--- src/hw/rtl/tcls_pkg.sv ---
`timescale 1ns / 1ps
package tcls_pkg;

	// Default sampling window in ticks
	localparam int unsigned LOAD_WINDOW_DEF = 100;

	// Wall clock rollover
	localparam int unsigned USEC_PER_SEC = 1000000;

	// Depth of the queue between front and back
	localparam int unsigned QUEUE_DEPTH = 2;

	// Configuration port
	localparam int unsigned APB_ADDR_W = 4;
	localparam int unsigned APB_DATA_W = 32;

	localparam logic [1:0] REG_CLK_INC          = 2'd0;
	localparam logic [1:0] REG_USEC_INC         = 2'd1;
	localparam logic [1:0] REG_QUANTUM_PER_TICK = 2'd2;

	localparam logic [15:0] CLK_INC_RST          = 16'd11931;
	localparam logic [19:0] USEC_INC_RST         = 20'd10000;
	localparam logic [7:0]  QUANTUM_PER_TICK_RST = 8'd1;

	// Request function codes
	localparam logic FUNC_TICK     = 1'b0;
	localparam logic FUNC_SET_TIME = 1'b1;

	// Tick classes as stored in the ring
	typedef enum logic [1:0] {
		CLS_IDLE   = 2'd0,
		CLS_USER   = 2'd1,
		CLS_KERNEL = 2'd2,
		CLS_DPC    = 2'd3
	} cls_t;

	// Where the tick time is charged
	localparam logic [1:0] CHG_NONE   = 2'd0;
	localparam logic [1:0] CHG_DPC    = 2'd1;
	localparam logic [1:0] CHG_USER   = 2'd2;
	localparam logic [1:0] CHG_SYSTEM = 2'd3;

	// Classified request passed from front to back
	typedef struct packed {
		logic               func;
		cls_t               cls;
		logic [1:0]         charged;
		logic signed [31:0] quantum;
		logic               preempt;
		logic [31:0]        new_seconds;
		logic [19:0]        new_microseconds;
	} item_t;

endpackage

--- src/hw/rtl/tcls_ram.sv ---
`timescale 1ns / 1ps
module tcls_ram #(
	parameter int unsigned WIDTH = 2,
	parameter int unsigned DEPTH = 100
) (
	input  logic                     clk,
	input  logic                     we,
	input  logic [$clog2(DEPTH)-1:0] waddr,
	input  logic [WIDTH-1:0]         wdata,
	input  logic [$clog2(DEPTH)-1:0] raddr,
	output logic [WIDTH-1:0]         rdata
);
	logic [WIDTH-1:0] mem_q [DEPTH];
	logic [WIDTH-1:0] rdata_q;

	// One write port, one registered read port
	always_ff @(posedge clk) begin
		if (we) begin
			mem_q[waddr] <= wdata;
		end
		rdata_q <= mem_q[raddr];
	end

	assign rdata = rdata_q;
endmodule

--- src/hw/rtl/tcls_front.sv ---
`timescale 1ns / 1ps
module tcls_front (
	input  logic                func,
	input  logic                in_dpc,
	input  logic                user_mode,
	input  logic                idle_thread,
	input  logic signed [31:0]  quantum_in,
	input  logic [31:0]         new_seconds,
	input  logic [19:0]         new_microseconds,
	input  logic [7:0]          quantum_per_tick,
	output tcls_pkg::item_t     item
);
	import tcls_pkg::*;

	logic signed [32:0] q_diff;
	logic signed [31:0] q_sat;

	// Charge the quantum, saturating at the most negative value
	always_comb begin
		q_diff = {quantum_in[31], quantum_in} - $signed({25'd0, quantum_per_tick});
		if (q_diff[32:31] == 2'b10) begin
			q_sat = {1'b1, 31'd0};
		end else begin
			q_sat = q_diff[31:0];
		end
	end

	// Classify: dpc, then user, then idle or kernel
	always_comb begin
		item.func             = func;
		item.new_seconds      = new_seconds;
		item.new_microseconds = new_microseconds;
		item.cls              = CLS_IDLE;
		item.charged          = CHG_NONE;
		item.quantum          = '0;
		item.preempt          = 1'b0;
		if (func == FUNC_TICK) begin
			item.quantum = q_sat;
			item.preempt = (q_sat <= 0);
			if (in_dpc) begin
				item.cls     = CLS_DPC;
				item.charged = CHG_DPC;
			end else if (user_mode) begin
				item.cls     = CLS_USER;
				item.charged = CHG_USER;
			end else begin
				item.cls     = idle_thread ? CLS_IDLE : CLS_KERNEL;
				item.charged = CHG_SYSTEM;
			end
		end
	end
endmodule

--- src/hw/rtl/tcls_fifo.sv ---
`timescale 1ns / 1ps
module tcls_fifo #(
	parameter int unsigned DEPTH = tcls_pkg::QUEUE_DEPTH
) (
	input  logic            clk,
	input  logic            arst_n,
	input  logic            push,
	input  tcls_pkg::item_t push_item,
	output logic            full,
	input  logic            pop,
	output logic            not_empty,
	output tcls_pkg::item_t pop_item
);
	import tcls_pkg::*;

	localparam int unsigned PTR_W = (DEPTH > 1) ? $clog2(DEPTH) : 1;
	localparam int unsigned CNT_W = $clog2(DEPTH + 1);

	item_t            mem_q [DEPTH];
	logic [PTR_W-1:0] wr_ptr_q;
	logic [PTR_W-1:0] rd_ptr_q;
	logic [CNT_W-1:0] count_q;
	logic             do_push;
	logic             do_pop;

	assign full      = (count_q == CNT_W'(DEPTH));
	assign not_empty = (count_q != '0);
	assign do_push   = push && !full;
	assign do_pop    = pop && not_empty;
	assign pop_item  = mem_q[rd_ptr_q];

	// Storage
	always_ff @(posedge clk) begin
		if (do_push) begin
			mem_q[wr_ptr_q] <= push_item;
		end
	end

	// Pointers and fill count
	always_ff @(posedge clk or negedge arst_n) begin
		if (!arst_n) begin
			wr_ptr_q <= '0;
			rd_ptr_q <= '0;
			count_q  <= '0;
		end else begin
			if (do_push) begin
				wr_ptr_q <= (wr_ptr_q == PTR_W'(DEPTH - 1)) ? '0 : wr_ptr_q + 1'b1;
			end
			if (do_pop) begin
				rd_ptr_q <= (rd_ptr_q == PTR_W'(DEPTH - 1)) ? '0 : rd_ptr_q + 1'b1;
			end
			if (do_push && !do_pop) begin
				count_q <= count_q + 1'b1;
			end else if (do_pop && !do_push) begin
				count_q <= count_q - 1'b1;
			end
		end
	end
endmodule

--- src/hw/rtl/tcls_back.sv ---
`timescale 1ns / 1ps
module tcls_back #(
	parameter int unsigned LOAD_WINDOW = tcls_pkg::LOAD_WINDOW_DEF
) (
	input  logic               clk,
	input  logic               arst_n,
	input  logic               item_valid,
	input  tcls_pkg::item_t    item,
	output logic               pop,
	input  logic [15:0]        clk_inc,
	input  logic [19:0]        usec_inc,
	output logic               out_valid,
	input  logic               out_stall,
	output logic [31:0]        seconds,
	output logic [19:0]        microseconds,
	output logic [31:0]        tick_count,
	output logic [31:0]        clock_count,
	output logic [31:0]        uptime_seconds,
	output logic [6:0]         user_load,
	output logic [6:0]         load_kernel,
	output logic [6:0]         load_dpc,
	output logic [6:0]         idle_load,
	output logic signed [31:0] quantum_out,
	output logic               preempt,
	output logic [1:0]         charged_to
);
	import tcls_pkg::*;

	localparam int unsigned POS_W = $clog2(LOAD_WINDOW);
	localparam int unsigned CNT_W = $clog2(LOAD_WINDOW + 1);
	localparam int unsigned EXT_W = (CNT_W > 7) ? CNT_W : 7;

	function automatic logic [6:0] sat7(input logic [CNT_W-1:0] v);
		logic [EXT_W-1:0] e;
		e = EXT_W'(v);
		return (e > EXT_W'(127)) ? 7'd127 : e[6:0];
	endfunction

	// Clock and counter state
	logic [31:0]      wall_s_q;
	logic [19:0]      wall_us_q;
	logic [31:0]      start_s_q;
	logic [31:0]      ticks_q;
	logic [31:0]      clocks_q;
	logic [POS_W-1:0] pos_q;
	logic             wrapped_q;
	logic [CNT_W-1:0] cnt_q [4];

	// Output register
	logic               out_valid_q;
	logic [31:0]        seconds_q;
	logic [19:0]        microseconds_q;
	logic [31:0]        tick_count_q;
	logic [31:0]        clock_count_q;
	logic [31:0]        uptime_q;
	logic [6:0]         user_load_q;
	logic [6:0]         load_kernel_q;
	logic [6:0]         load_dpc_q;
	logic [6:0]         idle_load_q;
	logic signed [31:0] quantum_q;
	logic               preempt_q;
	logic [1:0]         charged_q;

	logic             fire;
	logic             tick;
	logic [POS_W-1:0] pos_next;
	logic [POS_W-1:0] ring_raddr;
	logic [1:0]       ring_rdata;
	cls_t             old_cls;
	logic [20:0]      usum;
	logic [19:0]      us_n;
	logic [1:0]       sec_inc;
	logic [31:0]      wall_s_n;
	logic [CNT_W-1:0] cnt_n [4];

	assign fire = item_valid && (!out_valid_q || !out_stall);
	assign pop  = fire;
	assign tick = fire && (item.func == FUNC_TICK);

	// Ring position; the read runs one slot ahead so the old class is ready
	assign pos_next   = (pos_q == POS_W'(LOAD_WINDOW - 1)) ? '0 : pos_q + 1'b1;
	assign ring_raddr = tick ? pos_next : pos_q;

	tcls_ram #(
		.WIDTH(2),
		.DEPTH(LOAD_WINDOW)
	) u_ring (
		.clk  (clk),
		.we   (tick),
		.waddr(pos_q),
		.wdata(item.cls),
		.raddr(ring_raddr),
		.rdata(ring_rdata)
	);

	// Slots not yet written on the first pass hold idle
	assign old_cls = wrapped_q ? cls_t'(ring_rdata) : CLS_IDLE;

	// Microsecond add with up to two carries into seconds
	always_comb begin
		usum = {1'b0, wall_us_q} + {1'b0, usec_inc};
		if (usum >= 21'(2 * USEC_PER_SEC)) begin
			us_n    = 20'(usum - 21'(2 * USEC_PER_SEC));
			sec_inc = 2'd2;
		end else if (usum >= 21'(USEC_PER_SEC)) begin
			us_n    = 20'(usum - 21'(USEC_PER_SEC));
			sec_inc = 2'd1;
		end else begin
			us_n    = usum[19:0];
			sec_inc = 2'd0;
		end
		wall_s_n = wall_s_q + {30'd0, sec_inc};
	end

	// Running class counts: drop the overwritten slot, add the new one
	always_comb begin
		for (int c = 0; c < 4; c++) begin
			cnt_n[c] = cnt_q[c];
			if (item.cls == cls_t'(c)) begin
				cnt_n[c] = cnt_n[c] + 1'b1;
			end
			if (old_cls == cls_t'(c)) begin
				cnt_n[c] = cnt_n[c] - 1'b1;
			end
		end
	end

	// Architectural state
	always_ff @(posedge clk or negedge arst_n) begin
		if (!arst_n) begin
			wall_s_q  <= '0;
			wall_us_q <= '0;
			start_s_q <= '0;
			ticks_q   <= '0;
			clocks_q  <= '0;
			pos_q     <= '0;
			wrapped_q <= 1'b0;
			cnt_q[CLS_IDLE]   <= CNT_W'(LOAD_WINDOW);
			cnt_q[CLS_USER]   <= '0;
			cnt_q[CLS_KERNEL] <= '0;
			cnt_q[CLS_DPC]    <= '0;
		end else if (fire) begin
			if (item.func == FUNC_SET_TIME) begin
				start_s_q <= start_s_q + (item.new_seconds - wall_s_q);
				wall_s_q  <= item.new_seconds;
				wall_us_q <= item.new_microseconds;
			end else begin
				wall_s_q  <= wall_s_n;
				wall_us_q <= us_n;
				ticks_q   <= ticks_q + 32'd1;
				clocks_q  <= clocks_q + {16'd0, clk_inc};
				pos_q     <= pos_next;
				if (pos_q == POS_W'(LOAD_WINDOW - 1)) begin
					wrapped_q <= 1'b1;
				end
				for (int c = 0; c < 4; c++) begin
					cnt_q[c] <= cnt_n[c];
				end
			end
		end
	end

	// Output valid
	always_ff @(posedge clk or negedge arst_n) begin
		if (!arst_n) begin
			out_valid_q <= 1'b0;
		end else if (fire) begin
			out_valid_q <= 1'b1;
		end else if (!out_stall) begin
			out_valid_q <= 1'b0;
		end
	end

	// Output payload
	always_ff @(posedge clk) begin
		if (fire) begin
			quantum_q <= item.quantum;
			preempt_q <= item.preempt;
			charged_q <= item.charged;
			tick_count_q <= (item.func == FUNC_TICK) ? ticks_q + 32'd1 : ticks_q;
			clock_count_q <= (item.func == FUNC_TICK) ?
				clocks_q + {16'd0, clk_inc} : clocks_q;
			if (item.func == FUNC_SET_TIME) begin
				seconds_q      <= item.new_seconds;
				microseconds_q <= item.new_microseconds;
				uptime_q       <= wall_s_q - start_s_q;
				user_load_q    <= sat7(cnt_q[CLS_USER]);
				load_kernel_q  <= sat7(cnt_q[CLS_KERNEL]);
				load_dpc_q     <= sat7(cnt_q[CLS_DPC]);
				idle_load_q    <= sat7(cnt_q[CLS_IDLE]);
			end else begin
				seconds_q      <= wall_s_n;
				microseconds_q <= us_n;
				uptime_q       <= wall_s_n - start_s_q;
				user_load_q    <= sat7(cnt_n[CLS_USER]);
				load_kernel_q  <= sat7(cnt_n[CLS_KERNEL]);
				load_dpc_q     <= sat7(cnt_n[CLS_DPC]);
				idle_load_q    <= sat7(cnt_n[CLS_IDLE]);
			end
		end
	end

	assign out_valid      = out_valid_q;
	assign seconds        = seconds_q;
	assign microseconds   = microseconds_q;
	assign tick_count     = tick_count_q;
	assign clock_count    = clock_count_q;
	assign uptime_seconds = uptime_q;
	assign user_load      = user_load_q;
	assign load_kernel    = load_kernel_q;
	assign load_dpc       = load_dpc_q;
	assign idle_load      = idle_load_q;
	assign quantum_out    = quantum_q;
	assign preempt        = preempt_q;
	assign charged_to     = charged_q;
endmodule

--- src/hw/rtl/tick_clock_and_load_sampler.sv ---
`timescale 1ns / 1ps
// Path: an accepted request waits in the queue, then the back end registers its result.
// Throughput: one request per cycle while out_stall is low; the back end does its whole
// update per request (ring read one slot ahead, running class counts, wall clock carry).
// Reset: arst_n clears clocks, counters and queue; class counts start with idle at the
// full window. Ring slots are tracked by a first-pass flag, so no clearing pass is run.
module tick_clock_and_load_sampler #(
	parameter int unsigned LOAD_WINDOW = tcls_pkg::LOAD_WINDOW_DEF
) (
	input  logic                            clk,
	input  logic                            arst_n,
	input  logic                            psel,
	input  logic                            penable,
	input  logic                            pwrite,
	input  logic [tcls_pkg::APB_ADDR_W-1:0] paddr,
	input  logic [tcls_pkg::APB_DATA_W-1:0] pwdata,
	output logic [tcls_pkg::APB_DATA_W-1:0] prdata,
	output logic                            pready,
	input  logic                            in_valid,
	output logic                            in_stall,
	input  logic                            func,
	input  logic                            in_dpc,
	input  logic                            user_mode,
	input  logic                            idle_thread,
	input  logic signed [31:0]              quantum_in,
	input  logic [31:0]                     new_seconds,
	input  logic [19:0]                     new_microseconds,
	output logic                            out_valid,
	input  logic                            out_stall,
	output logic [31:0]                     seconds,
	output logic [19:0]                     microseconds,
	output logic [31:0]                     tick_count,
	output logic [31:0]                     clock_count,
	output logic [31:0]                     uptime_seconds,
	output logic [6:0]                      user_load,
	output logic [6:0]                      load_kernel,
	output logic [6:0]                      load_dpc,
	output logic [6:0]                      idle_load,
	output logic signed [31:0]              quantum_out,
	output logic                            preempt,
	output logic [1:0]                      charged_to
);
	import tcls_pkg::*;

	logic [15:0] clk_inc_q;
	logic [19:0] usec_inc_q;
	logic [7:0]  quantum_per_tick_q;
	logic [1:0]  reg_idx;
	logic        reg_wr;
	item_t       front_item;
	item_t       back_item;
	logic        q_full;
	logic        q_not_empty;
	logic        q_pop;

	// Configuration registers
	assign pready  = 1'b1;
	assign reg_idx = paddr[3:2];
	assign reg_wr  = psel && penable && pwrite && pready;

	always_ff @(posedge clk or negedge arst_n) begin
		if (!arst_n) begin
			clk_inc_q          <= CLK_INC_RST;
			usec_inc_q         <= USEC_INC_RST;
			quantum_per_tick_q <= QUANTUM_PER_TICK_RST;
		end else if (reg_wr) begin
			case (reg_idx)
				REG_CLK_INC:          clk_inc_q          <= pwdata[15:0];
				REG_USEC_INC:         usec_inc_q         <= pwdata[19:0];
				REG_QUANTUM_PER_TICK: quantum_per_tick_q <= pwdata[7:0];
				default: ;
			endcase
		end
	end

	always_comb begin
		case (reg_idx)
			REG_CLK_INC:          prdata = {16'd0, clk_inc_q};
			REG_USEC_INC:         prdata = {12'd0, usec_inc_q};
			REG_QUANTUM_PER_TICK: prdata = {24'd0, quantum_per_tick_q};
			default:              prdata = '0;
		endcase
	end

	// Front: classify and charge quantum
	tcls_front u_front (
		.func            (func),
		.in_dpc          (in_dpc),
		.user_mode       (user_mode),
		.idle_thread     (idle_thread),
		.quantum_in      (quantum_in),
		.new_seconds     (new_seconds),
		.new_microseconds(new_microseconds),
		.quantum_per_tick(quantum_per_tick_q),
		.item            (front_item)
	);

	assign in_stall = q_full;

	// Queue between front and back
	tcls_fifo #(
		.DEPTH(QUEUE_DEPTH)
	) u_queue (
		.clk      (clk),
		.arst_n   (arst_n),
		.push     (in_valid),
		.push_item(front_item),
		.full     (q_full),
		.pop      (q_pop),
		.not_empty(q_not_empty),
		.pop_item (back_item)
	);

	// Back: clocks, ring and result register
	tcls_back #(
		.LOAD_WINDOW(LOAD_WINDOW)
	) u_back (
		.clk            (clk),
		.arst_n         (arst_n),
		.item_valid     (q_not_empty),
		.item           (back_item),
		.pop            (q_pop),
		.clk_inc        (clk_inc_q),
		.usec_inc       (usec_inc_q),
		.out_valid      (out_valid),
		.out_stall      (out_stall),
		.seconds        (seconds),
		.microseconds   (microseconds),
		.tick_count     (tick_count),
		.clock_count    (clock_count),
		.uptime_seconds (uptime_seconds),
		.user_load      (user_load),
		.load_kernel    (load_kernel),
		.load_dpc       (load_dpc),
		.idle_load      (idle_load),
		.quantum_out    (quantum_out),
		.preempt        (preempt),
		.charged_to     (charged_to)
	);
endmodule

--- config.mk ---
export PLATFORM = sky130hd
export DESIGN_NAME = tick_clock_and_load_sampler
export DESIGN_NICKNAME = d
export VERILOG_FILES = /design/src/hw/rtl/tcls_pkg.sv /design/src/hw/rtl/tcls_ram.sv /design/src/hw/rtl/tcls_front.sv /design/src/hw/rtl/tcls_fifo.sv /design/src/hw/rtl/tcls_back.sv /design/src/hw/rtl/tick_clock_and_load_sampler.sv
export SDC_FILE = /design/constraint.sdc
export NUM_CORES = 2
export LEC_CHECK = 0
export BUFFER_PORTS_ARGS = -buffer_cell sky130_fd_sc_hd__buf_2
export CAP_MARGIN = 10
export CORE_UTILIZATION = 55
export CTS_CLUSTER_DIAMETER = 200
export DETAILED_ROUTE_END_ITERATION = 16
export PLACE_DENSITY = 0.74
export RECOVER_POWER = 100
export SYNTH_ARGS = -nofsm -noshare
export SYNTH_HDL_FRONTEND = slang
export SYNTH_HIERARCHICAL = 1
export SYNTH_SLANG_ARGS = --single-unit
--- constraint.sdc ---
create_clock -name clk -period 11.25 [get_ports clk]
set_input_delay 0.5625 -clock clk [delete_from_list [all_inputs] [get_ports clk]]
set_output_delay 0.5625 -clock clk [all_outputs]
set_load 0.05 [all_outputs]
=== Word-level counts from Yosys, hierarchy flattened ===
Memory sizes are Yosys's and may differ from the RTL's. A register that Yosys moved wholly into a read port is not among the register bits.
Index checks and enable logic that the tools add are counted.

* Bits of input ports: 131
* Memories kept: 2
* Logic and storage cells: 153
* RAM bits: 380
* Output and inout bits: 246
* Bits in registers: 444

* Add/sub/neg operators: 24
* Reduce and logical (&&, ||, !) cells: 25
* Eq/ne operators: 12
* Multiplexer cells: 48
* Magnitude comparators: 11
* Bitwise gates (word level): 1

{| class="wikitable"
|+ Memory list
! memory !! words !! width !! rd ports !! clocked after Yosys merged registers in !! write ports !! line !! text
|-
| u_back.u_ring.mem_q || 100 || 2 || 1 || 1 || 1 || tcls_ram.sv:13 || <nowiki>logic [WIDTH-1:0] mem_q [DEPTH];</nowiki>
|-
| u_queue.mem_q || 2 || 90 || 1 || 0 || 1 || tcls_fifo.sv:19 || <nowiki>item_t mem_q [DEPTH];</nowiki>
|}

{| class="wikitable"
|+ Operator list
! operator !! count
|-
| $mux W32 || 5
|-
| $mux W7 || 22
|-
| $sub A32 B32 Y32 || 3
|-
| $mux W20 || 3
|-
| $pmux W20 S3 || 1
|-
| $gt A7 B7 Y1 const B || 8
|-
| $sub A20 B20 Y20 const B || 2
|-
| $mux W37 || 1
|-
| $add A7 B1 Y7 const B || 5
|-
| $sub A32 B9 Y33 || 1
|-
| $add A32 B1 Y32 const B || 1
|-
| $add A32 B16 Y32 || 1
|-
| $add A32 B2 Y32 || 1
|-
| $add A32 B32 Y32 || 1
|-
| $le A32 B1 Y1 const B || 1
|-
| $sub A7 B1 Y7 const B || 4
|-
| $add A20 B20 Y21 || 1
|-
| $ge A21 B20 Y1 const B || 1
|-
| $ge A21 B21 Y1 const B || 1
|-
| $eq A2 B2 Y1 const B || 7
|-
| $mux W2 || 5
|-
| $reduce_and A2 Y1 || 5
|-
| $mux W1 || 9
|-
| $logic_and A1 B1 Y1 || 8
|-
| other kinds (13) || 24
|}

=== Depth between registers and ports, before layout ===
An unclocked memory read counts as a cell.

* Depth in word-level cells: 8
* Mapped depth: 38
* Gate-level depth less buffers: 38

=== By module ===
The synthesis kept the hierarchy.

{| class="wikitable"
|+ By module, submodules not included
! module !! cells an instance !! area each (sq um) !! instances
|-
| tcls_back || 2403 || 24003.0 || 1
|-
| tcls_ram || 493 || 8425.6 || 1
|-
| tcls_fifo || 299 || 6741.5 || 1
|-
| tick_clock_and_load_sampler || 162 || 2154.6 || 1
|-
| tcls_front || 242 || 1621.6 || 1
|}

=== Worst setup path before layout ===
Ideal clock, no wire load.

* Path kind: register to register
* Start: register u_back.out_valid_q (netlist: u_back/out_valid)
* End: register u_queue.count_q[1]
* Setup slack: 2.511 ns
* Data required time: 11.171 ns
* Data arrival time: 8.660 ns
* Stages on the path, launching flop included: 10
* Period minus slack after synthesis: 8.739 ns
* Cells stage by stage: dfrtp_1 nand2_1 nand2_1 clkinv_1 clkbuf_1 buf_1 nand2_1 ha_1 nor2_1 xor2_1

* Longest elaborated chain between the ends: 7
* Elaborated cells on any way between the ends: 9

{| class="wikitable"
|+ Ends and longest elaborated chain
! item !! line !! text
|-
| start: declaration || tcls_back.sv:50 || <nowiki>logic out_valid_q;</nowiki>
|-
| start signal: assignment || tcls_back.sv:166 || <nowiki>out_valid_q <= 1'b0;</nowiki>
|-
| start signal: assignment || tcls_back.sv:168 || <nowiki>out_valid_q <= 1'b1;</nowiki>
|-
| start signal: assignment || tcls_back.sv:170 || <nowiki>out_valid_q <= 1'b0;</nowiki>
|-
| $logic_not A1 Y1 (*) || tcls_back.sv:76 || <nowiki>assign fire = item_valid && (!out_valid_q || !out_stall);</nowiki>
|-
| $logic_or A1 B1 Y1 (*) || tcls_back.sv:76 ||
|-
| $logic_and A1 B1 Y1 (*) || tcls_back.sv:76 ||
|-
| via q_pop || tick_clock_and_load_sampler.sv:54 || <nowiki>logic q_pop;</nowiki>
|-
| $logic_and A1 B1 Y1 (*) || tcls_fifo.sv:29 || <nowiki>assign do_pop = pop && not_empty;</nowiki>
|-
| $logic_not A1 Y1 || tcls_fifo.sv:52 || <nowiki>if (do_push && !do_pop) begin</nowiki>
|-
| $logic_and A1 B1 Y1 || tcls_fifo.sv:52 ||
|-
| $mux W2 / $reduce_bool A2 Y1 (equally long branches) || -- ||
|-
| end signal: assignment || tcls_fifo.sv:53 || <nowiki>count_q <= count_q + 1'b1;</nowiki>
|-
| end signal: assignment || tcls_fifo.sv:55 || <nowiki>count_q <= count_q - 1'b1;</nowiki>
|-
| end: declaration || tcls_fifo.sv:22 || <nowiki>logic [CNT_W-1:0] count_q;</nowiki>
|}

The timed path passes the listed nets; every way through them passes the cells marked *.
A chain may end at the register's enable or synchronous reset.

=== Worst setup path after layout ===
* Start: register u_queue.count_q[0]
* End: register u_back.u_ring.rdata_q[0] (netlist: u_back/u_ring/rdata[0]) (read register of u_back.u_ring.mem_q)

* Longest elaborated chain between the ends: 4

{| class="wikitable"
|+ Ends and longest elaborated chain
! item !! line !! text
|-
| $reduce_bool A2 Y1 || tcls_fifo.sv:27 || <nowiki>assign not_empty = (count_q != '0);</nowiki>
|-
| via q_not_empty || tick_clock_and_load_sampler.sv:53 || <nowiki>logic q_not_empty;</nowiki>
|-
| $logic_and A1 B1 Y1 || tcls_back.sv:76 ||
|-
| via q_pop || tick_clock_and_load_sampler.sv:54 ||
|-
| $logic_and A1 B1 Y1 || tcls_back.sv:78 || <nowiki>assign tick = fire && (item.func == FUNC_TICK);</nowiki>
|-
| $mux W7 || tcls_back.sv:82 || <nowiki>assign ring_raddr = tick ? pos_next : pos_q;</nowiki>
|-
| via u_back.ring_raddr[1] || tcls_back.sv:67 || <nowiki>logic [POS_W-1:0] ring_raddr;</nowiki>
|-
| end: declaration || tcls_ram.sv:14 || <nowiki>logic [WIDTH-1:0] rdata_q;</nowiki>
|}

The timed path passes the listed nets, and every way through them passes these cells.

==> metrics.md <==
| Metric | Value |
|---|---|
| Status | finished, violations left |
| Sequential area share after synthesis | 55.0% |
| Layout net count | 4157 |
| Most used cell, CP | nand2_1 |
| Clock sink count | 826 |
| Async S/R FF share, synth | 28.2% |
| Main flop type after synthesis | edfxtp_1 |
| Max Buffers Root-to-Sink | 3 |
| DRT met1 WL | 42900 um |
| Synth Instances | 3599 |
| MaxCap Viol Count | 23 |
| EDFF count, synth | 591 |
| Multi-input gate area | 17300 um2 |
| Worst-path cell chain | or2_2 > nand2_2 > clkbuf_1 > inv_8 > nand2_1 > clkbuf_1 > nand2_1 > nand2_1 > clkbuf_2 > mux4_2 > o22ai_1 > a21oi_1 > o21ai_0 > a311oi_1 |
| Storage cell area | 23600 um2 |
| Top cells by area, synth | edfxtp_1 (41%), dfrtp_1 (13%), mux2_2 (4.5%) |
| Io pins | 377 |
| Fin. Hold Viols | 0 |
| WP buf/inv | 4 |
| Top post-synthesis cells by count | edfxtp_1 (591), nor2_1 (331), nand2_1 (327), dfrtp_1 (215), o21ai_0 (199) |
| Hold Path Class | in2reg |
| Clock-pin slew on the worst setup and hold paths | 60 ps |
| Synth area leader | edfxtp_1 |
| Slowest CP cell | clkbuf_1 |
| Overall die width | 281 um |
| Core area | 77300 um2 |
| Unrepaired setup endpoints after global routing | false |
| PortBufs | 349 |
| CTS tree | built |
| # Post-CTS Setup Buffers | 0 |
| Synth Register Bits | 826 |
| Synth Area per Inst | 11.9 um2 |
| Worst-path fanout max | 118 |
| H-tree depth | 3 |
| Worst slew pin tran | 4790 ps |
| Num rows | 102 |
| DIE AREA | 79200 um2 |
| GRT overflow | 0 |
| Worst Clk Skew | 25.1 ps |
| CP required | 11720 ps |
| Final setup violation count | 0 |
| Largest net degree at the start of global routing | 165 |
| First-pass DRT Iterations | 6 |
| P&R area growth vs syn | 10.4% |
| Met3 WL | 5960 um |
| Number of CTS-inserted buffers | 88 |
| Die height | 281 um |
| Worst Setup End Kind | flip-flop |
| DRC errors left | 0 |
| Routed wire length | 99500 um |
| Max Slew Vio Count | 1265 |
| Post-Place Cell Area | 45000 um2 |
| Cell Area, Synth | 42900 um2 |
| CTS Root Cell | clkbuf_16 |
| Antenna viol nets, final | 0 |
| Clk_lat worst skew | 650 ps |
| Final Cell Area | 47400 um2 |
| First-pass GRT wire length | 154000 um |
| Yosys top cell area share | 41.3% |
| Startpoint class of the critical path | flip-flop |
| WS Path Type | reg2reg |
| Count leader, synth | edfxtp_1 |
| Initial antenna violation count | 17 |
| Avg WL per Cell | 20.0 um |
| Hold Path Depth | 1 |
| Share of post-route cells with drive strength above 1 | 12.7% |
| Failing checks | capacitance limit, slew limit |
| Depth of the most critical reg-to-reg path | 14 |
| Vias/cell | 5.71 |
| Ys Warns | 6 |
| Tmin final | 9800 ps |
| Setup TNS | 0 ps |
| Relative slew slack | -219% |
| Crit-path leading delay family | buffers and inverters |
| WP depth | 14 |
| Initial Util | 55.5% |
| Arrival @ worst endpoint | 10270 ps |
| Initial DRC count | 2106 |
| Worst path max stage delay | 2700 ps |
| Final critical-path share of the clock period | 87.1% |
| Dpl hpwl | 68000 um |
| Post-CTS sizing | 0 |
| # fillers | 6287 |
| Number of global-route vias before repair | 27.8k |
| Met2 Wirelength | 47700 um |
| Highest clock rate | 102 MHz |
| Gpl congestion | 0.904 |
| Vias | 28.5k |
| Gr usage total | 25.0% |
| Distinct cells, synth | 115 |
| DR top layer | met5 |
[per-layer routing]
metal / up-vias / GRT usage [%]
met5: - / 0
met4: 8 / 9.06
li1: 13400 / -
met1: 14000 / 34.2
met2: 906 / 40.8
met3: 182 / 3.72
[cells by family after synthesis]
logic type	after synthesis	synth area share, %
buf+inv	398	4.67
other cells	2	0.0175
xor+xnor	326	6.71
simple gates	1063	11.6
fa+ha+maj	161	5.32
mux	266	8.26
flops	826	55.0
compound gates	557	8.37
[worst reg2reg max path, cell delays in order (launching register included)]
cell and delay (ps):
dfrtp_1 420, or2_2 330, nand2_2 60, clkbuf_1 2300, inv_8 1050, nand2_1 590, clkbuf_1 2700, nand2_1 170
nand2_1 340, clkbuf_2 520, mux4_2 400, o22ai_1 210, a21oi_1 110, o21ai_0 290, a311oi_1 140
[registers in the layout, indices dropped and copies added, names as in the netlist, 8 cells and up]
register,count
u_back/microseconds,20
u_back/clocks_q,32
u_back/wall_us_q,20
usec_inc_q,20
u_back/cnt_q,28
u_back/ticks_q,32
u_back/seconds,32
u_back/clock_count,32
u_back/u_ring/mem_q,200
u_back/uptime_seconds,32
u_back/wall_s_q,32
u_back/quantum_out,32
clk_inc_q,16
u_queue/mem_q,180
u_back/tick_count,32
u_back/start_s_q,32
quantum_per_tick_q,8
[final cells by class]
class / instances / area share [%]
flip-flops and latches: 826 / 49.8
multi-input cells: 2386 / 36.5
clock buffers: 122 / 5.17
repair buffers: 379 / 3.30
well taps: 1040 / 2.74
inverters: 184 / 1.48
clock inverters: 44 / 0.963
diodes: 7 / 0.0369
[what timing repair did]
item                                    CTS  global route
hold endpoints to repair                 65             0
endpoints found under the setup margin    0             0
hold buffers                              1             0
[worst paths after layout]
path,start,endpoint,slack [ps]
worst min register to register,u_back/start_s_q[15],u_back/start_s_q[15],480
min in group asynchronous,arst_n,u_back/wall_s_q[15],2210
max in group asynchronous,arst_n,u_back/ticks_q[10],2060
worst max register to register,u_queue/count_q[0],u_back/u_ring/rdata[0],1450
worst min-delay path,new_microseconds[11],u_queue/mem_q[0][11],110
worst max-delay path,u_queue/count_q[0],u_back/u_ring/rdata[0],1450
[per-stage QoR]
stage | worst slack (ps) | cells | util (%) | hold WS (ps)
after floorplan | 2510 | 3610 | - | 267
after detailed placement | 1740 | 4814 | 58.2 | 471
after global placement | 1890 | 4814 | 58.2 | 463
after CTS | 1710 | 4981 | 62.0 | 67.3
final | 1450 | 4988 | 61.3 | 108
after global routing | 422 | 4987 | 61.3 | 82.3
[cell usage in the layout (no fill, tap or decap), drive strengths merged, types with 18 or more instances in the layout]
cell type / count
clkbuf: 405
nand3: 88
buf: 95
dfstp: 18
nand2: 328
nor2: 332
clkinv: 24
mux4: 48
a21o: 45
mux2i: 36
edfxtp: 591
ha: 125
nor4: 18
nand2b: 21
o21ai: 206
o21a: 18
a21oi: 110
xnor2: 154
inv: 191
dfrtp: 215
a211oi: 18
a31oi: 24
fa: 36
nor3: 62
and3: 39
xor2: 172
mux2: 182
nor2b: 33
nand4: 41
Power is not shown: default switching activity piles up to over one toggle a cycle in this logic, so the estimate is an artifact.
